File: config.mk
export PLATFORM = sky130hd
export DESIGN_NAME = srtf_cell
export DESIGN_NICKNAME = d
export VERILOG_FILES = /design/src/srtf_task_scheduler_top_macros.svh /design/src/srtf_pkg.sv /design/src/srtf_cell.sv
export SDC_FILE = /design/constraint.sdc
export NUM_CORES = 1
export LEC_CHECK = 0
export ABC_CLOCK_PERIOD_IN_PS = 6850
export CORE_ASPECT_RATIO = 1.4
export CORE_MARGIN = 1
export CORE_UTILIZATION = 40
export CTS_CLUSTER_DIAMETER = 200
export DETAILED_ROUTE_END_ITERATION = 16
export DONT_BUFFER_PORTS = 1
export GPL_TIMING_DRIVEN = 1
export PLACE_DENSITY = 0.54
export SYNTH_ARGS = -nofsm -noshare
export SYNTH_HDL_FRONTEND = slang
export SYNTH_SLANG_ARGS = --single-unit
File: constraint.sdc
create_clock -name i_clk -period 6.85 [get_ports i_clk]
set_clock_uncertainty 0.1 [all_clocks]
set_input_delay 1.0275 -clock i_clk [delete_from_list [all_inputs] [get_ports i_clk]]
set_output_delay 1.0275 -clock i_clk [all_outputs]
set_load 0.02 [all_outputs]
File: src/srtf_task_scheduler_top_macros.svh
// ----------------------------------------------------------------------------
// srtf_task_scheduler_top_macros.svh - assertion macros
// Shared shorthand for the concurrent checks of the scheduler.
// ----------------------------------------------------------------------------
`ifndef SRTF_TASK_SCHEDULER_TOP_MACROS_SVH
`define SRTF_TASK_SCHEDULER_TOP_MACROS_SVH

// same-cycle implication, off while reset is asserted
`define SRTF_ASSERT_IMP(lbl, clk, rst_n, ante, cons, msg) \
    lbl: assert property (@(posedge clk) disable iff (!rst_n) (ante) |-> (cons)) \
        else $error(msg);

// next-cycle implication, off while reset is asserted
`define SRTF_ASSERT_NXT(lbl, clk, rst_n, ante, cons, msg) \
    lbl: assert property (@(posedge clk) disable iff (!rst_n) (ante) |=> (cons)) \
        else $error(msg);

`endif

File: src/srtf_pkg.sv
// ----------------------------------------------------------------------------
// srtf_pkg - scheduler package
// Widths, scan record, control bundle, result and state types.
// ----------------------------------------------------------------------------
package srtf_pkg;

    localparam int TASK_SLOTS_DEF = 16;
    localparam int BURST_W        = 16;
    localparam int SEQ_W          = 16;
    localparam int TIME_W         = 32;

    typedef enum logic [1:0] {
        ST_IDLE,
        ST_SCAN,
        ST_COMMIT
    } t_state;

    // record that walks down the row of cells once per tick
    typedef struct packed {
        logic               valid;
        logic               arrive;      // arrival still looking for a slot
        logic               placed;      // arrival took a slot
        logic [BURST_W-1:0] burst;
        logic [SEQ_W-1:0]   seq;
        logic               best_ok;
        logic [BURST_W-1:0] best_rem;
        logic [TIME_W-1:0]  best_age;
        logic [SEQ_W-1:0]   best_seq;
        logic [BURST_W-1:0] best_burst;
        logic               last_ok;
        logic [BURST_W-1:0] last_rem;
        logic [TIME_W-1:0]  last_age;
        logic [SEQ_W-1:0]   last_seq;
        logic [BURST_W-1:0] last_burst;
    } t_scan;

    // control broadcast from the sequencer to every cell
    typedef struct packed {
        logic [TIME_W-1:0] now;
        logic              last_valid;
        logic              commit;
        logic              finish;
    } t_ctl;

    typedef struct packed {
        logic              ran_valid;
        logic [SEQ_W-1:0]  task_number;
        logic              finished;
        logic [TIME_W-1:0] completion_time;
        logic [TIME_W-1:0] turnaround;
        logic [TIME_W-1:0] waiting;
        logic              dropped;
    } t_result;

endpackage

File: src/srtf_cell.sv
// ----------------------------------------------------------------------------
// srtf_cell - one task slot
// Holds one task, claims a pending arrival when free, and folds itself into
// the scan record before handing it to the next cell.
// ----------------------------------------------------------------------------
module srtf_cell import srtf_pkg::*; #(
    parameter  int TASK_SLOTS = TASK_SLOTS_DEF,
    parameter  int IDX        = 0,
    localparam int SW         = $clog2(TASK_SLOTS)
) (
    input  logic          i_clk,
    input  logic          i_rst_n,
    input  t_ctl          i_ctl,
    input  logic [SW-1:0] i_last_slot,
    input  logic [SW-1:0] i_pick_slot,
    input  t_scan         i_rec,
    input  logic [SW-1:0] i_best_slot,
    output t_scan         o_rec,
    output logic [SW-1:0] o_best_slot
);

    logic               r_active;
    logic [BURST_W-1:0] r_rem;
    logic [BURST_W-1:0] r_burst;
    logic [TIME_W-1:0]  r_arr;
    logic [SEQ_W-1:0]   r_seq;

    t_scan              r_rec;
    t_scan              n_rec;
    logic [SW-1:0]      r_best_slot;
    logic [SW-1:0]      n_best_slot;

    logic               w_load;
    logic               w_act;
    logic               w_take;
    logic               w_is_last;
    logic               w_hit;
    logic [BURST_W-1:0] w_rem;
    logic [BURST_W-1:0] w_burst;
    logic [TIME_W-1:0]  w_age;
    logic [SEQ_W-1:0]   w_seq;

    // slot view as seen by this tick, new arrival included
    always_comb begin
        w_load  = i_rec.valid && i_rec.arrive && !r_active;
        w_act   = r_active || w_load;
        w_rem   = w_load ? i_rec.burst : r_rem;
        w_burst = w_load ? i_rec.burst : r_burst;
        w_seq   = w_load ? i_rec.seq   : r_seq;
        w_age   = w_load ? '0 : i_ctl.now - r_arr;
    end

    // least remaining wins, equal remaining goes to the older task
    always_comb begin
        w_take = i_rec.valid && w_act &&
                 (!i_rec.best_ok || (w_rem < i_rec.best_rem) ||
                  ((w_rem == i_rec.best_rem) && (w_age > i_rec.best_age)));
        w_is_last = i_rec.valid && r_active && i_ctl.last_valid &&
                    (i_last_slot == SW'(IDX));
        w_hit = i_ctl.commit && (i_pick_slot == SW'(IDX));
    end

    // fold this slot into the record
    always_comb begin
        n_rec       = i_rec;
        n_best_slot = i_best_slot;
        if (w_load) begin
            n_rec.arrive = 1'b0;
            n_rec.placed = 1'b1;
        end
        if (w_take) begin
            n_rec.best_ok    = 1'b1;
            n_rec.best_rem   = w_rem;
            n_rec.best_age   = w_age;
            n_rec.best_seq   = w_seq;
            n_rec.best_burst = w_burst;
            n_best_slot      = SW'(IDX);
        end
        if (w_is_last) begin
            n_rec.last_ok    = 1'b1;
            n_rec.last_rem   = r_rem;
            n_rec.last_age   = w_age;
            n_rec.last_seq   = r_seq;
            n_rec.last_burst = r_burst;
        end
    end

    // record stage to the neighbor
    always_ff @(posedge i_clk) begin
        if (!i_rst_n) begin
            r_rec.valid <= 1'b0;
        end else begin
            r_rec       <= n_rec;
            r_best_slot <= n_best_slot;
        end
    end

    // slot occupancy
    always_ff @(posedge i_clk) begin
        if (!i_rst_n) begin
            r_active <= 1'b0;
        end else if (w_load) begin
            r_active <= 1'b1;
        end else if (w_hit && i_ctl.finish) begin
            r_active <= 1'b0;
        end
    end

    // slot payload: load on arrival, count down when picked
    always_ff @(posedge i_clk) begin
        if (w_load) begin
            r_rem   <= i_rec.burst;
            r_burst <= i_rec.burst;
            r_arr   <= i_ctl.now;
            r_seq   <= i_rec.seq;
        end else if (w_hit) begin
            r_rem <= r_rem - BURST_W'(1);
        end
    end

    assign o_rec       = r_rec;
    assign o_best_slot = r_best_slot;

endmodule

### Word-level counts from Yosys, hierarchy flattened

Cells that the tools add are included.

* bits of input ports: 246
* output and inout port bits: 201
* register bits after elaboration: 282
* logic and storage cells: 55

* muxes and demuxes: 10
* magnitude comparators: 2
* equal/unequal tests: 1
* reduce and logical (&&, ||, !) cells: 19
* add/subtract/negate cells: 2

Operators by type and width (count)
* $mux W80: 2
* $mux W16: 5
* $gt A32 B32 Y1: 1
* $mux W32: 1
* $sub A32 B32 Y32: 1
* $eq A16 B16 Y1: 1
* $lt A16 B16 Y1: 1
* $sub A16 B1 Y16 const B: 1
* $logic_and A1 B1 Y1: 10
* $logic_not A4 Y1: 2
* $reduce_bool A2 Y1: 2
* $logic_or A1 B1 Y1: 3
* $logic_not A1 Y1: 2
* $mux W1: 2

### Depth between registers and ports, before layout

* depth after elaboration: 8
* depth in mapped cells: 23
* mapped depth without buffers: 20

### Worst setup path after synthesis

OpenSTA, ideal clock, no wires.

* path type: input to register
* from: input port i_rec[196] in the netlist's numbering
* to: register r_rec, in the netlist o_rec[128] (data pin)
* buffers on the path: 6
* arrival time: 5246 ps
* path slack: 1244 ps
* stages: 17
* required time: 6490 ps
* library setup time: 260 ps
* cells stage by stage: nand2_1 or2_2 clkbuf_1 inv_1 clkbuf_1 buf_2 buf_1 nor2_1 ha_1 and4_1 nand2_1 or3_1 nor4_1 o31a_1 buf_2 buf_2 mux2_2

RTL lines
* start: declaration: line srtf_cell.sv:16 `input t_scan i_rec,`
* end signal: assignment: line srtf_cell.sv:93 `r_rec <= n_rec;`
* end: declaration: line srtf_cell.sv:28 `t_scan r_rec;`

==> flow_metrics.tcl <==
set metrics [dict create \
    holdPathStages 2 \
    crit_path_cell_trace "inv_1, ha_1, fa_1, nor2b_1, o2111ai_2, a211oi_1, nor4_1, nor2_1, a21oi_1, mux2i_1, ha_1, nand2_1, nor2_1, nand2_1, or3_1, nor4_1, o31a_2, buf_12, mux2_2" \
    r2r.worst_path.cells 18 \
    worst_hold_path.endpoint "r_burst[3]" \
    drtAntennaViolNets 0 \
    finish.net_count 1531 \
    cp_slowest_cell "or3_1" \
    report.final.setup_viol 0 \
    cellLeakagePower_nw 6.267 \
    filler_cell_count 3238 \
    regToRegSetupSlack_ps 1260 \
    floorplan.initialDensity 0.4059 \
    drv_cap 0 \
    tritoncts.num_buffers 28 \
    detailroute.via_count 9198 \
    min-delay-start "r_burst[3]" \
    floorplan.die.width_um 161.2 \
    max_clock_freq_mhz 175.0 \
    cts-resized-gates 0 \
    dr.pass1.iters 5 \
    finalHoldWorstSlack_ps 360.9 \
    clkSinkCount 282 \
    postSynthNetCount 1541 \
    yosys.cell_types.count 59 \
    placed_cells_incl_taps 1630 \
    worst_setup_path_start_kind "input port" \
    placed_area_mm2 0.01463 \
    globalplace.congestion 0.9548 \
    post-synth-top-area-fraction 0.5248 \
    drcViolationCount 0 \
    synth_seq_area_share 0.5727 \
    insertion_delay_ps 560 \
    post_cts_buffers 0 \
    synthFlopType "edfxtp_1" \
    route.detailed.vias_per_inst 5.462 \
    run_status "completed" \
    grt_pass1_wl_um 58840 \
    cells_taking_the_most_area_after_synthesis "edfxtp_1, mux2_2, ha_1" \
    synth.largest_area_cell "edfxtp_1" \
    post_synth.cell_area_avg_um2 11.69 \
    critical_path.max_stage_delay_ps 440 \
    cell_area_after_layout_mm2 0.01558 \
    avgRoutedWirePerCell_um 23.95 \
    finished_layout_cells 1684 \
    critPathArrivalTime_ps 5920 \
    dieArea_mm2 0.03625 \
    synth_common_cells "edfxtp_1, nand2_1, mux2_2, inv_1, ha_1" \
    buffer_ports.inserted 0 \
    core_area_mm2 0.03496 \
    layout_min_cycle_time_ps 5716 \
    globalRouteOverflowTotal 0 \
    timing.critical_path.required_ps 7050 \
    crit_family "simple AND/OR/NAND/NOR gates" \
    grt_use_total 0.2156 \
    row_count 81 \
    post_route_cells_drive_above_1_share 0.1476 \
    hold_violations_final 0 \
    synthesis.yosys.warnings 0 \
    die_h_um 224.9 \
    r2r_end "o_rec[127]" \
    critical_path_class "input port to register" \
    tritoncts "yes" \
    ios 447 \
    dp_hpwl_um 30070 \
    cts.hold.buffers_added 0 \
    regToRegStartpoint "r_arr[0]" \
    first_global_vias 9375 \
    vdd_ir_drop_max_mv 0.1945 \
    syn_to_final_growth_pct 9.769 \
    holdCritPathClass "register to register" \
    worst-slew-pin-transition_ps 827.1 \
    clock-root-buffer "clkbuf_16" \
    synth-async-reset-ratio 0 \
    final.setup.tns_ps 0 \
    cts.htree.levels 1 \
    largest_fanout_on_the_critical_path 105 \
    grt_start_max_net_pins 203 \
    syn_inst 1214 \
    cts_buffer_depth 3 \
    path_clk_slew_ps 60 \
    mappedNetlistArea_mm2 0.01419 \
    rsz0062_at_grt "false" \
    worstSetupEndpointType "register" \
    finalWirelength_um 40330 \
    antenna_found_initial 6 \
    power.density_mw_per_mm2 279.6 \
    worstPathBufferInverterCount 2 \
    drt_first_iter_violations 659 \
    ys_seq_elements 282 \
    max-slew-margin-rel 0.4486 \
    maxSlewViolCount 0 \
    count_of_flip_flops_with_a_built_in_enable_after_synthesis 248 \
    yosys.cell_count.top_type "edfxtp_1" \
    min_period_over_period 0.8344 \
]
through the flow:
stage / setup slack, ps / power (W) / utilization
after floorplan: 1244 / 0.002639 / -
after CTS: 1033 / 0.004414 / 0.4454
after global routing: 854.3 / 0.004537 / 0.4454
final: 1134 / 0.004356 / 0.4455
after global placement: 481.3 / 0.002800 / 0.4183
after detailed placement: 462.9 / 0.002810 / 0.4183
power by group:
| part | total [W] | internal [W] | switching, W |
|---|---|---|---|
| sequential | 0.00223 | 0.00204 | 0.000185 |
| clock | 0.00159 | 0.000894 | 0.000694 |
| combinational | 0.000543 | 0.000221 | 0.000322 |
cell type report:
type	instances	area (um^2)	share of cell area
Tap cell	456	570.5	0.03663
Timing Repair Buffer	10	87.58	0.005623
Clock buffer	36	782.0	0.05020
Clock inverter	16	163.9	0.01052
Antenna cell	2	5.005	0.0003213
Multi-Input combinational cell	796	5515	0.3541
Sequential cell	282	8128	0.5218
Inverter	86	325.3	0.02088
cells in the final DEF (no fill, tap or decap), drive strengths merged, types with 3 or more instances in the layout:
| cell type | Yosys | final |
|---|---|---|
| a21o | 21 | 21 |
| nor4 | 7 | 7 |
| o21ai | 55 | 55 |
| mux2i | 3 | 3 |
| nor2b | 5 | 5 |
| inv | 86 | 91 |
| o21bai | 3 | 3 |
| o31ai | 20 | 20 |
| dfxtp | 34 | 34 |
| nor3 | 10 | 10 |
| ha | 80 | 80 |
| xor2 | 20 | 20 |
| buf | 18 | 10 |
| edfxtp | 248 | 248 |
| clkbuf | 32 | 36 |
| o21a | 4 | 4 |
| a31oi | 5 | 5 |
| nand3 | 9 | 9 |
| or2 | 5 | 5 |
| mux2 | 111 | 111 |
| nor3b | 3 | 3 |
| or3 | 5 | 5 |
| and2 | 12 | 12 |
| clkinv | 0 | 7 |
| and4 | 3 | 3 |
| nor2 | 67 | 67 |
| xnor2 | 21 | 21 |
| nand2b | 10 | 10 |
| nand4 | 17 | 17 |
| a221oi | 3 | 3 |
| a21oi | 62 | 62 |
| a21boi | 3 | 3 |
| o211ai | 6 | 6 |
| nand2 | 201 | 201 |
| a211oi | 6 | 6 |
state kept, by name, summed over array words and instances, names as in the netlist:
| register | count |
|---|---|
| r_rem | 16 |
| o_rec | 197 |
| r_burst | 16 |
| r_arr | 32 |
| r_seq | 16 |
| r_active | 1 |
| o_best_slot | 4 |
logic make-up after synthesis:
| logic type | synth area share |
|---|---|
| AO/OA/AOI/OAI | 0.09116 |
| XOR/XNOR | 0.02530 |
| adder cells (fa/ha/maj) | 0.07195 |
| buffers and inverters | 0.03871 |
| flip-flops | 0.5727 |
| multiplexers | 0.09073 |
| AND/OR/NAND/NOR | 0.1094 |
how the worst max path moves through the flow:
| stage | depth (start not counted) | from | to | slack (ps) |
|---|---|---|---|---|
| 5_1_grt | 18 | i_ctl[3] | o_rec[127] | 850 |
| 3_5_place_dp | 19 | i_ctl[3] | o_rec[87] | 460 |
| 6_report | 19 | i_ctl[3] | o_rec[127] | 1130 |
| 4_1_cts | 19 | i_ctl[3] | o_rec[87] | 1030 |
| 3_3_place_gp | 19 | i_ctl[3] | o_rec[91] | 480 |
| 2_1_floorplan | 17 | i_rec[196] | o_rec[128] | 1240 |
worst min-delay path, delay by kind of cell, from the launching register on:
family / cells / cell delay, ps
DFF: 1 / 310
and+or+nand+nor: 2 / 110
layer usage:
layer,vias to the layer above,part of all wire,track usage
li1,4364,-,-
met1,4435,0.37,0.2349
met2,333,0.54,0.4096
met3,62,0.067,0.05108
met4,4,0.025,0.06117
met5,-,0.00084,0
Power figures use the tool's default switching activity.
