--- src/srtf_task_scheduler_top_macros.svh ---
// ----------------------------------------------------------------------------
// srtf_task_scheduler_top_macros.svh - assertion macros
// Shared shorthand for the concurrent checks of the scheduler.
// ----------------------------------------------------------------------------
`ifndef SRTF_TASK_SCHEDULER_TOP_MACROS_SVH
`define SRTF_TASK_SCHEDULER_TOP_MACROS_SVH

// same-cycle implication, off while reset is asserted
`define SRTF_ASSERT_IMP(lbl, clk, rst_n, ante, cons, msg) \
    lbl: assert property (@(posedge clk) disable iff (!rst_n) (ante) |-> (cons)) \
        else $error(msg);

// next-cycle implication, off while reset is asserted
`define SRTF_ASSERT_NXT(lbl, clk, rst_n, ante, cons, msg) \
    lbl: assert property (@(posedge clk) disable iff (!rst_n) (ante) |=> (cons)) \
        else $error(msg);

`endif

--- src/srtf_pkg.sv ---
// ----------------------------------------------------------------------------
// srtf_pkg - scheduler package
// Widths, scan record, control bundle, result and state types.
// ----------------------------------------------------------------------------
package srtf_pkg;

    localparam int TASK_SLOTS_DEF = 16;
    localparam int BURST_W        = 16;
    localparam int SEQ_W          = 16;
    localparam int TIME_W         = 32;

    typedef enum logic [1:0] {
        ST_IDLE,
        ST_SCAN,
        ST_COMMIT
    } t_state;

    // record that walks down the row of cells once per tick
    typedef struct packed {
        logic               valid;
        logic               arrive;      // arrival still looking for a slot
        logic               placed;      // arrival took a slot
        logic [BURST_W-1:0] burst;
        logic [SEQ_W-1:0]   seq;
        logic               best_ok;
        logic [BURST_W-1:0] best_rem;
        logic [TIME_W-1:0]  best_age;
        logic [SEQ_W-1:0]   best_seq;
        logic [BURST_W-1:0] best_burst;
        logic               last_ok;
        logic [BURST_W-1:0] last_rem;
        logic [TIME_W-1:0]  last_age;
        logic [SEQ_W-1:0]   last_seq;
        logic [BURST_W-1:0] last_burst;
    } t_scan;

    // control broadcast from the sequencer to every cell
    typedef struct packed {
        logic [TIME_W-1:0] now;
        logic              last_valid;
        logic              commit;
        logic              finish;
    } t_ctl;

    typedef struct packed {
        logic              ran_valid;
        logic [SEQ_W-1:0]  task_number;
        logic              finished;
        logic [TIME_W-1:0] completion_time;
        logic [TIME_W-1:0] turnaround;
        logic [TIME_W-1:0] waiting;
        logic              dropped;
    } t_result;

endpackage

--- src/srtf_if.sv ---
// ----------------------------------------------------------------------------
// srtf_if - scheduler channels
// Valid/ready channels for tick items and result items.
// ----------------------------------------------------------------------------
interface srtf_tick_if import srtf_pkg::*; ();
    logic               valid;
    logic               ready;
    logic               arrive_valid;
    logic [BURST_W-1:0] burst;

    modport source (output valid, output arrive_valid, output burst, input ready);
    modport sink   (input valid, input arrive_valid, input burst, output ready);
endinterface

interface srtf_result_if import srtf_pkg::*; ();
    logic              valid;
    logic              ready;
    logic              ran_valid;
    logic [SEQ_W-1:0]  task_number;
    logic              finished;
    logic [TIME_W-1:0] completion_time;
    logic [TIME_W-1:0] turnaround;
    logic [TIME_W-1:0] waiting;
    logic              dropped;

    modport source (
        output valid, output ran_valid, output task_number, output finished,
        output completion_time, output turnaround, output waiting, output dropped,
        input ready
    );
    modport sink (
        input valid, input ran_valid, input task_number, input finished,
        input completion_time, input turnaround, input waiting, input dropped,
        output ready
    );
endinterface

--- src/srtf_ctrl.sv ---
// ----------------------------------------------------------------------------
// srtf_ctrl - tick sequencer
// Launches the scan record, settles the pick at the end of the row, commits
// the run to the chosen cell and keeps time, numbering and the result item.
// ----------------------------------------------------------------------------
`include "srtf_task_scheduler_top_macros.svh"

module srtf_ctrl import srtf_pkg::*; #(
    parameter  int TASK_SLOTS = TASK_SLOTS_DEF,
    localparam int SW         = $clog2(TASK_SLOTS)
) (
    input  logic                 i_clk,
    input  logic                 i_rst_n,
    srtf_tick_if.sink            i_tick,
    srtf_result_if.source        o_result,
    output t_scan                o_rec,
    input  t_scan                i_rec,
    input  logic [SW-1:0]        i_best_slot,
    output t_ctl                 o_ctl,
    output logic [SW-1:0]        o_last_slot,
    output logic [SW-1:0]        o_pick_slot
);

    t_state            r_state;
    t_state            n_state;
    logic [TIME_W-1:0] r_time;
    logic [SEQ_W-1:0]  r_next;
    logic              r_last_valid;
    logic [SW-1:0]     r_last_slot;
    logic              r_pick_valid;
    logic [SW-1:0]     r_pick_slot;
    logic              r_finish;
    logic              r_placed;
    t_result           r_res;
    t_result           n_res;
    logic              r_out_valid;
    t_result           r_out;

    logic               w_accept;
    logic               w_fire;
    logic               w_end;
    logic               w_use_last;
    logic               w_finish;
    logic [BURST_W-1:0] w_sel_rem;
    logic [TIME_W-1:0]  w_sel_age;
    logic [SEQ_W-1:0]   w_sel_seq;
    logic [BURST_W-1:0] w_sel_burst;
    logic [SW-1:0]      w_sel_slot;
    logic [TIME_W-1:0]  w_ta;

    // next state
    always_comb begin
        n_state = r_state;
        case (r_state)
            ST_IDLE: begin
                if (i_tick.valid) n_state = ST_SCAN;
            end
            ST_SCAN: begin
                if (i_rec.valid) n_state = ST_COMMIT;
            end
            ST_COMMIT: begin
                if (!r_out_valid || o_result.ready) n_state = ST_IDLE;
            end
            default: n_state = ST_IDLE;
        endcase
    end

    // state outputs
    always_comb begin
        i_tick.ready = (r_state == ST_IDLE);
        w_accept     = (r_state == ST_IDLE) && i_tick.valid;
        w_end        = (r_state == ST_SCAN) && i_rec.valid;
        w_fire       = (r_state == ST_COMMIT) && (!r_out_valid || o_result.ready);
    end

    // record launched into the first cell
    always_comb begin
        o_rec        = '0;
        o_rec.valid  = w_accept;
        o_rec.arrive = i_tick.arrive_valid && (i_tick.burst != '0);
        o_rec.burst  = i_tick.burst;
        o_rec.seq    = r_next;
    end

    // broadcast to the cells
    always_comb begin
        o_ctl.now        = r_time;
        o_ctl.last_valid = r_last_valid;
        o_ctl.commit     = w_fire && r_pick_valid;
        o_ctl.finish     = r_finish;
        o_last_slot      = r_last_slot;
        o_pick_slot      = r_pick_slot;
    end

    // final pick: the task that ran last keeps the slot on a tie
    always_comb begin
        w_use_last  = i_rec.last_ok && (i_rec.last_rem == i_rec.best_rem);
        w_sel_rem   = w_use_last ? i_rec.last_rem   : i_rec.best_rem;
        w_sel_age   = w_use_last ? i_rec.last_age   : i_rec.best_age;
        w_sel_seq   = w_use_last ? i_rec.last_seq   : i_rec.best_seq;
        w_sel_burst = w_use_last ? i_rec.last_burst : i_rec.best_burst;
        w_sel_slot  = w_use_last ? r_last_slot      : i_best_slot;
        w_finish    = i_rec.best_ok && (w_sel_rem == BURST_W'(1));
        w_ta        = w_sel_age + TIME_W'(1);
    end

    // result of this tick
    always_comb begin
        n_res             = '0;
        n_res.ran_valid   = i_rec.best_ok;
        n_res.dropped     = i_rec.arrive;
        if (i_rec.best_ok) begin
            n_res.task_number = w_sel_seq;
        end
        if (w_finish) begin
            n_res.finished        = 1'b1;
            n_res.completion_time = r_time + TIME_W'(1);
            n_res.turnaround      = w_ta;
            n_res.waiting         = w_ta - TIME_W'(w_sel_burst);
        end
    end

    // state register
    always_ff @(posedge i_clk) begin
        if (!i_rst_n) begin
            r_state <= ST_IDLE;
        end else begin
            r_state <= n_state;
        end
    end

    // pick capture at the end of the row
    always_ff @(posedge i_clk) begin
        if (w_end) begin
            r_res        <= n_res;
            r_pick_slot  <= w_sel_slot;
            r_finish     <= w_finish;
            r_placed     <= i_rec.placed;
        end
    end

    always_ff @(posedge i_clk) begin
        if (!i_rst_n) begin
            r_pick_valid <= 1'b0;
        end else if (w_end) begin
            r_pick_valid <= i_rec.best_ok;
        end
    end

    // time, numbering and last-run slot advance when the tick commits
    always_ff @(posedge i_clk) begin
        if (!i_rst_n) begin
            r_time       <= '0;
            r_next       <= SEQ_W'(1);
            r_last_valid <= 1'b0;
        end else if (w_fire) begin
            r_time <= r_time + TIME_W'(1);
            if (r_placed) begin
                r_next <= r_next + SEQ_W'(1);
            end
            if (r_pick_valid) begin
                r_last_valid <= !r_finish;
            end
        end
    end

    always_ff @(posedge i_clk) begin
        if (w_fire && r_pick_valid) begin
            r_last_slot <= r_pick_slot;
        end
    end

    // output register
    always_ff @(posedge i_clk) begin
        if (!i_rst_n) begin
            r_out_valid <= 1'b0;
        end else if (w_fire) begin
            r_out_valid <= 1'b1;
        end else if (o_result.ready) begin
            r_out_valid <= 1'b0;
        end
    end

    always_ff @(posedge i_clk) begin
        if (w_fire) begin
            r_out <= r_res;
        end
    end

    assign o_result.valid           = r_out_valid;
    assign o_result.ran_valid       = r_out.ran_valid;
    assign o_result.task_number     = r_out.task_number;
    assign o_result.finished        = r_out.finished;
    assign o_result.completion_time = r_out.completion_time;
    assign o_result.turnaround      = r_out.turnaround;
    assign o_result.waiting         = r_out.waiting;
    assign o_result.dropped         = r_out.dropped;

    // checks
    `SRTF_ASSERT_IMP(a_rec_in_scan, i_clk, i_rst_n, i_rec.valid, r_state == ST_SCAN, "record left the row outside a scan")
    `SRTF_ASSERT_NXT(a_accept_scan, i_clk, i_rst_n, w_accept, r_state == ST_SCAN, "accepted item did not start a scan")
    `SRTF_ASSERT_IMP(a_last_has_best, i_clk, i_rst_n, i_rec.valid && i_rec.last_ok, i_rec.best_ok, "last-run task seen but no best task")
    `SRTF_ASSERT_NXT(a_finish_clears_last, i_clk, i_rst_n, o_ctl.commit && o_ctl.finish, !r_last_valid, "finished task still marked as last run")
    `SRTF_ASSERT_IMP(a_finish_ran, i_clk, i_rst_n, r_out_valid && r_out.finished, r_out.ran_valid, "finished flag without a run")

endmodule

--- src/flat_wrapper.sv ---
// flat-port wrapper written by rule: the top's interface ports become plain ports
module srtf_ctrl_flat import srtf_pkg::*;
#(
    parameter  int TASK_SLOTS = TASK_SLOTS_DEF,
    localparam int SW         = $clog2(TASK_SLOTS)
)
  (i_clk, i_rst_n, o_rec, i_rec, i_best_slot, o_ctl, o_last_slot, o_pick_slot, i_tick_valid, i_tick_arrive_valid, i_tick_burst, i_tick_ready, o_result_valid, o_result_ran_valid, o_result_task_number, o_result_finished, o_result_completion_time, o_result_turnaround, o_result_waiting, o_result_dropped, o_result_ready);
  srtf_tick_if i_tick_i ();
  srtf_result_if o_result_i ();
  input  logic i_clk;
  input  logic i_rst_n;
  output t_scan o_rec;
  input  t_scan i_rec;
  input  logic [SW-1:0] i_best_slot;
  output t_ctl o_ctl;
  output logic [SW-1:0] o_last_slot;
  output logic [SW-1:0] o_pick_slot;
  input wire logic [$bits(i_tick_i.valid)-1:0] i_tick_valid;
  input wire logic [$bits(i_tick_i.arrive_valid)-1:0] i_tick_arrive_valid;
  input wire logic [$bits(i_tick_i.burst)-1:0] i_tick_burst;
  output wire logic [$bits(i_tick_i.ready)-1:0] i_tick_ready;
  output wire logic [$bits(o_result_i.valid)-1:0] o_result_valid;
  output wire logic [$bits(o_result_i.ran_valid)-1:0] o_result_ran_valid;
  output wire logic [$bits(o_result_i.task_number)-1:0] o_result_task_number;
  output wire logic [$bits(o_result_i.finished)-1:0] o_result_finished;
  output wire logic [$bits(o_result_i.completion_time)-1:0] o_result_completion_time;
  output wire logic [$bits(o_result_i.turnaround)-1:0] o_result_turnaround;
  output wire logic [$bits(o_result_i.waiting)-1:0] o_result_waiting;
  output wire logic [$bits(o_result_i.dropped)-1:0] o_result_dropped;
  input wire logic [$bits(o_result_i.ready)-1:0] o_result_ready;
  assign i_tick_i.valid = i_tick_valid;
  assign i_tick_i.arrive_valid = i_tick_arrive_valid;
  assign i_tick_i.burst = i_tick_burst;
  assign i_tick_ready = i_tick_i.ready;
  assign o_result_valid = o_result_i.valid;
  assign o_result_ran_valid = o_result_i.ran_valid;
  assign o_result_task_number = o_result_i.task_number;
  assign o_result_finished = o_result_i.finished;
  assign o_result_completion_time = o_result_i.completion_time;
  assign o_result_turnaround = o_result_i.turnaround;
  assign o_result_waiting = o_result_i.waiting;
  assign o_result_dropped = o_result_i.dropped;
  assign o_result_i.ready = o_result_ready;
  srtf_ctrl #(.TASK_SLOTS(TASK_SLOTS)) u_core (.i_clk(i_clk), .i_rst_n(i_rst_n), .i_tick(i_tick_i), .o_result(o_result_i), .o_rec(o_rec), .i_rec(i_rec), .i_best_slot(i_best_slot), .o_ctl(o_ctl), .o_last_slot(o_last_slot), .o_pick_slot(o_pick_slot));
endmodule
--- config.mk ---
export PLATFORM = sky130hd
export DESIGN_NAME = srtf_ctrl_flat
export DESIGN_NICKNAME = d
export VERILOG_FILES = /design/src/srtf_pkg.sv /design/src/srtf_if.sv /design/src/srtf_ctrl.sv /design/src/flat_wrapper.sv
export VERILOG_INCLUDE_DIRS = /design/src /design/src/src
export SDC_FILE = /design/constraint.sdc
export NUM_CORES = 1
export LEC_CHECK = 0
export ABC_AREA = 1
export BUFFER_PORTS_ARGS = -buffer_cell sky130_fd_sc_hd__buf_2
export CORE_AREA = 2 2 228 230
export DETAILED_ROUTE_END_ITERATION = 16
export DIE_AREA = 0 0 230 232
export PLACE_DENSITY_LB_ADDON = 0.25
export REMOVE_ABC_BUFFERS = 1
export SETUP_SLACK_MARGIN = 0.05
export SLEW_MARGIN = 15
export SYNTH_ARGS = -nofsm -noshare
export SYNTH_HDL_FRONTEND = slang
export SYNTH_SLANG_ARGS = --single-unit
--- constraint.sdc ---
create_clock -name i_clk -period 4.67 [get_ports i_clk]
set_input_delay 0.7005 -clock i_clk [delete_from_list [all_inputs] [get_ports i_clk]]
set_output_delay 0.7005 -clock i_clk [all_outputs]
set_load 0.02 [all_outputs]
After elaboration in Yosys (flattened, before gate mapping)
Cells that the tools add are included.
{"block": "word_totals", "register_bits": 293, "latch_bits": 0, "ram_bits": 0, "rom_bits": 0, "inputBits": 222, "out_inout_bits": 357, "wordCells": 63, "n_memories": 0}
{"block": "op_classes", "addsub": 4, "n_mul": 0, "n_div": 0, "order_cmp": 0, "eq_ne": 7, "n_shift": 0, "muxes": 12, "n_bitwise": 0, "n_reduce_logical": 16}
{"operator": "$mux W97", "n": 1}
{"operator": "$add A32 B1 Y32 const B", "n": 2}
{"operator": "$mux W16", "n": 3}
{"operator": "$mux W32", "n": 1}
{"operator": "$sub A32 B16 Y32", "n": 1}
{"operator": "$add A16 B1 Y16 const B", "n": 1}
{"operator": "$eq A16 B1 Y1 const B", "n": 1}
{"operator": "$eq A16 B16 Y1", "n": 1}
{"operator": "$reduce_bool A16 Y1", "n": 1}
{"operator": "$logic_and A1 B1 Y1", "n": 7}
{"operator": "$mux W2", "n": 3}
{"operator": "$ne A2 B2 Y1 const B", "n": 3}
{"operator": "$pmux W2 S3", "n": 1}
{"operator": "$mux W4", "n": 1}
{"operator": "$reduce_and A2 Y1", "n": 2}
{"operator": "$reduce_and A3 Y1", "n": 1}
{"operator": "$eq A2 B1 Y1 const B", "n": 1}
{"operator": "$eq A2 B2 Y1 const B", "n": 1}
{"operator": "$logic_not A1 Y1", "n": 2}
{"operator": "$logic_not A2 Y1", "n": 1}
{"operator": "$mux W1", "n": 2}
{"operator": "$reduce_bool A2 Y1", "n": 1}
{"operator": "$logic_or A1 B1 Y1", "n": 1}

Logic depth before layout (Yosys ltp)
{"block": "logic_depth", "word_depth": 6, "depth_mapped": 32, "mapped_depth_nobuf": 31}

Worst setup path before layout
Ideal clock, no wire load.
{"block": "synth_path", "path_type": "input -> register", "start": "input o_result_ready", "end": "register u_core.r_out, in the netlist u_core.o_result.completion_time[0], enable pin", "setup_ns": 0.524, "t_arrival_ns": 4.493, "required_time_ns": 4.146, "slack_ns": -0.347, "stages": 6, "cell_sequence": "nor2_1 -> inv_1 -> nand2_1 -> inv_1 -> clkbuf_1 -> clkbuf_1"}
{"block": "synth_via", "elab_chain_cells": 2}
{"element": "start: declaration", "line_no": "flat_wrapper.sv:30", "rtl": "input wire logic [$bits(o_result_i.ready)-1:0] o_result_ready;"}
{"element": "$logic_or A1 B1 Y1", "line_no": "srtf_ctrl.sv:73", "rtl": "w_fire = (r_state == ST_COMMIT) && (!r_out_valid || o_result.ready);"}
{"element": "$logic_and A1 B1 Y1", "line_no": "srtf_ctrl.sv:73"}
{"element": "net u_core.w_fire", "line_no": "srtf_ctrl.sv:40", "rtl": "logic w_fire;"}
{"element": "end signal: assignment", "line_no": "srtf_ctrl.sv:186", "rtl": "r_out <= r_res;"}
{"element": "end: declaration", "line_no": "srtf_ctrl.sv:37", "rtl": "t_result r_out;"}
The timed path passes the listed nets, and every way through them passes these cells.
A chain may end at the register's enable or synchronous reset.

Final worst setup path
{"block": "layout_path", "start": "input i_rec[147] (netlist name)", "end": "register u_core.r_res[32] (netlist name), data pin"}
{"block": "layout_via", "elab_chain_cells": 5, "elab_cells_between_ends": 9, "classes_between": "add/sub (2); eq/ne (2); mux (3); reduce/logical (2)"}
{"element": "start: declaration", "line_no": "flat_wrapper.sv:13", "rtl": "input t_scan i_rec;"}
{"element": "$eq A16 B16 Y1", "line_no": "srtf_ctrl.sv:97", "rtl": "w_use_last = i_rec.last_ok && (i_rec.last_rem == i_rec.best_rem);"}
{"element": "$logic_and A1 B1 Y1", "line_no": "srtf_ctrl.sv:97"}
{"element": "$mux W32", "line_no": "srtf_ctrl.sv:99", "rtl": "w_sel_age = w_use_last ? i_rec.last_age : i_rec.best_age;"}
{"element": "$add A32 B1 Y32", "line_no": "srtf_ctrl.sv:104", "rtl": "w_ta = w_sel_age + TIME_W'(1);"}
{"element": "net u_core.w_ta[4]", "line_no": "srtf_ctrl.sv:49", "rtl": "logic [TIME_W-1:0] w_ta;"}
{"element": "$sub A32 B16 Y32", "line_no": "srtf_ctrl.sv:119", "rtl": "n_res.waiting = w_ta - TIME_W'(w_sel_burst);"}
{"element": "end signal: assignment", "line_no": "srtf_ctrl.sv:135", "rtl": "r_res <= n_res;"}
{"element": "end: declaration", "line_no": "srtf_ctrl.sv:34", "rtl": "t_result r_res;"}
The timed path passes the listed nets, and every way through them passes these cells.

==> flow_summary.yaml <==
power:
  clockPowerShare_pct: 39.1
  seqPwrFrac_pct: 48.4
  p_comb_share_pct: 12.5
  p_leak_nw: 9.26
  power_switching_mw: 1.52
  netSwitchingFraction_pct: 25.6
  p_per_area_nw_per_um2: 301
  total_power_mw: 5.93
  vdd_drop_max_v: 0.000265
  intPower_mw: 4.41
sta:
  slew_headroom_pct: 32.3
  finalSetupTns_ps: 0
  fmax_mhz: 239
  worst_slack_ps: 490
  hold_viol: 0
  maxSlewViolCount: 0
  setup_viol: 0
  clock_skew_ps: 27.6
  period_needed_ps: 4180
  worst_pin_slew_ps: 1020
  period_share_pct: 89.5
  grt_setup_unrepaired: "no"
layout:
  final_util_pct: 38.8
  synthToLayoutAreaGrowth_pct: 21.0
  final_nets: 2565
  finalNonFillerCells: 3035
  drive_above_1_share_pct: 25.8
clock_network:
  cts_buffer_depth: 3
  cts_tree: "done"
  cts_made_buffers: 31
  htreeDepth: 1
  post_cts_resized: 0
  root_buffer: "clkbuf_16"
  clk_pin_slew_ps: 60
  clock_sinks: 292
  postCtsSetupBuffers: 0
  clk_latency_ps: 570
  cts_hold_repair.buffers: 0
grt:
  antenna_found_initial: 5
  grt_pass1_vias: 12461
  grt_pass1_wl_mm: 71.3
  overflow: 0
  track_usage_pct: 17.3
  grt_max_degree: 67
worst_setup_path:
  end_kind: "flip-flop"
  rrSetupSlack_ps: 1620
  crit_fanout: 4
  max_stage_delay_ps: 350
  worst_ep_arrival_time_ps: 4490
  path_common_cell: "nand2_1"
  worst_path_max_delay_cell: "o21ai_0"
  crit_required_ps: 4980
  cp-start-kind: "input pin"
  worst-setup-path-type: "input pin to flip-flop"
drt:
  ant_nets: 0
  drc_errors: 0
  vias: 13233
  detail_route.iter0.violations: 681
  dr.pass1.iters: 5
  post_drt_via_cell_ratio: 4.36
  wirelength_mm: 48.0
  wl_per_cell_um: 15.8
job:
  drv_cap: 0
floorplan:
  initial_core_util_pct: 32.0
  chipWidth_um: 230
  core_area_um2: 50900
  die_h_um: 232
  rows: 83
  ios: 579
  fp.dieArea_um2: 53400
synthesis:
  synth_edf_count: 239
  synthTopCellsByArea: "edfxtp_1, nand2_1, buf_4"
  ys_seq_elements: 292
  yosysWarnings: 0
  synth_cell_type_count: 44
  synth_cells: 1890
  synthArstFlopShare_pct: 0
  synth_area_leader_cell: "edfxtp_1"
  syn_area_um2: 16300
  avgSynthCellArea_um2: 8.63
  yosys.area.top_type_share_pct: 44.0
  yosysSeqAreaShare_pct: 50.5
  synth-main-ff-cell: "edfxtp_1"
placement:
  place_congestion: 0.893
  hpwl_mm: 39.0
  dp_worst_setup_slack_ps: -97.5
  portBuffers: 383
  dp.cells: 2972
worst_hold_path:
  hold_path.class: "input pin to flip-flop"
outcome:
  status: "finished clean"
-- metrics by stage --
stage | hold WS [ps] | instance area (um2)
finish | 312 | 19700
global route | 280 | 19700
CTS | 272 | 19700
detailed placement | 405 | 18700
global placement | 401 | 18700
floorplan | 400 | 15300
-- kinds of logic (layout without fill, tap and decap cells) --
kind of cell,after synthesis,count (layout),synth area share (%)
buffers and inverters,500,798,16.0
adders and majority gates,18,18,1.43
xor gates and xnor gates,36,36,1.93
muxes,8,8,0.491
other,1,168,0.0230
DFF,292,292,50.5
and+or+nand+nor,861,861,23.7
AOI/OAI and AO/OA,174,174,5.92
-- cells in the mapped netlist, drive strengths merged, types with 8 or more instances --
library cell / number
nor3: 23
clkbuf: 22
nor2: 245
buf: 201
mux2i: 8
nand2: 430
nand3: 84
inv: 277
a21oi: 70
ha: 17
o21ai: 87
o211ai: 8
nand4: 50
xor2: 32
dfxtp: 53
nor4: 16
edfxtp: 239
-- power groups by stage --
stage / registers (mW) / logic, mW / clock network (mW)
after floorplan: 2.96 / 0.408 / 0
after global placement: 2.92 / 0.737 / 0
after detailed placement: 2.92 / 0.744 / 0
after CTS: 2.87 / 0.747 / 2.41
after global routing: 2.87 / 0.822 / 2.51
final: 2.87 / 0.742 / 2.32
-- cells in the final DEF, fill, tap and decap left out, drive strengths merged, types with 5 or more instances in the layout --
cell type	netlist	layout
buf	201	463
o211ai	8	8
o21ai	87	87
mux2i	8	8
diode	0	5
ha	17	17
conb	1	163
a21oi	70	70
nor4	16	16
nor3	23	23
nand2	430	430
nand3b	7	7
nor2	245	245
clkinv	0	9
dfxtp	53	53
edfxtp	239	239
inv	277	279
xor2	32	32
clkbuf	22	44
nand3	84	84
nand4	50	50
-- metal layers --
layer  wire, um  vias up  track usage, %
li1           -     6660               -
met1      19900     6117            21.0
met2      24200      398            31.7
met3       2760       58            2.80
met4       1100        0            4.70
met5          0        -               0
-- worst max-delay path: cells and delay by family --
family / cells / cell delay (ps)
xor gates and xnor gates: 1 / 280
adders and majority gates: 2 / 510
buffers and inverters: 7 / 570
AOI/OAI and AO/OA: 1 / 350
and+or+nand+nor: 19 / 2090
-- path summary, 6_finish.rpt --
path,start,to,cells past startpoint
max reg2reg,u_core.r_time[0],u_core.r_time[30],17
min,i_rec[194],u_core.r_placed,1
min reg2reg,u_core.r_res[12],u_core.o_result.waiting[11],0
max,i_rec[147],u_core.r_res[32],30
-- layout make-up --
cell class              count  area [um2]
repair buffers            463        2540
clock buffers              44         865
clock inverters            14         100
fillers                  5278       31200
multi-input cells        1260        6070
well taps                 680         851
inverters                 277        1050
flip-flops and latches    292        8240
diodes                      5        12.5
-- registers in the layout, summed over array words and instances, names as in the netlist --
name / flops
u_core.r_pick_valid: 1
u_core.o_result.valid: 1
u_core.r_time: 32
u_core.o_result.ran_valid: 1
u_core.o_result.completion_time: 32
u_core.o_result.turnaround: 32
u_core.r_placed: 1
u_core.o_last_slot: 4
u_core.r_last_valid: 1
u_core.o_result.dropped: 1
u_core.r_res: 115
u_core.o_pick_slot: 4
u_core.o_result.task_number: 16
u_core.r_state: 2
u_core.r_next: 16
u_core.o_result.finished: 1
u_core.o_result.waiting: 32
No activity file was read; power rests on OpenSTA's default activity.
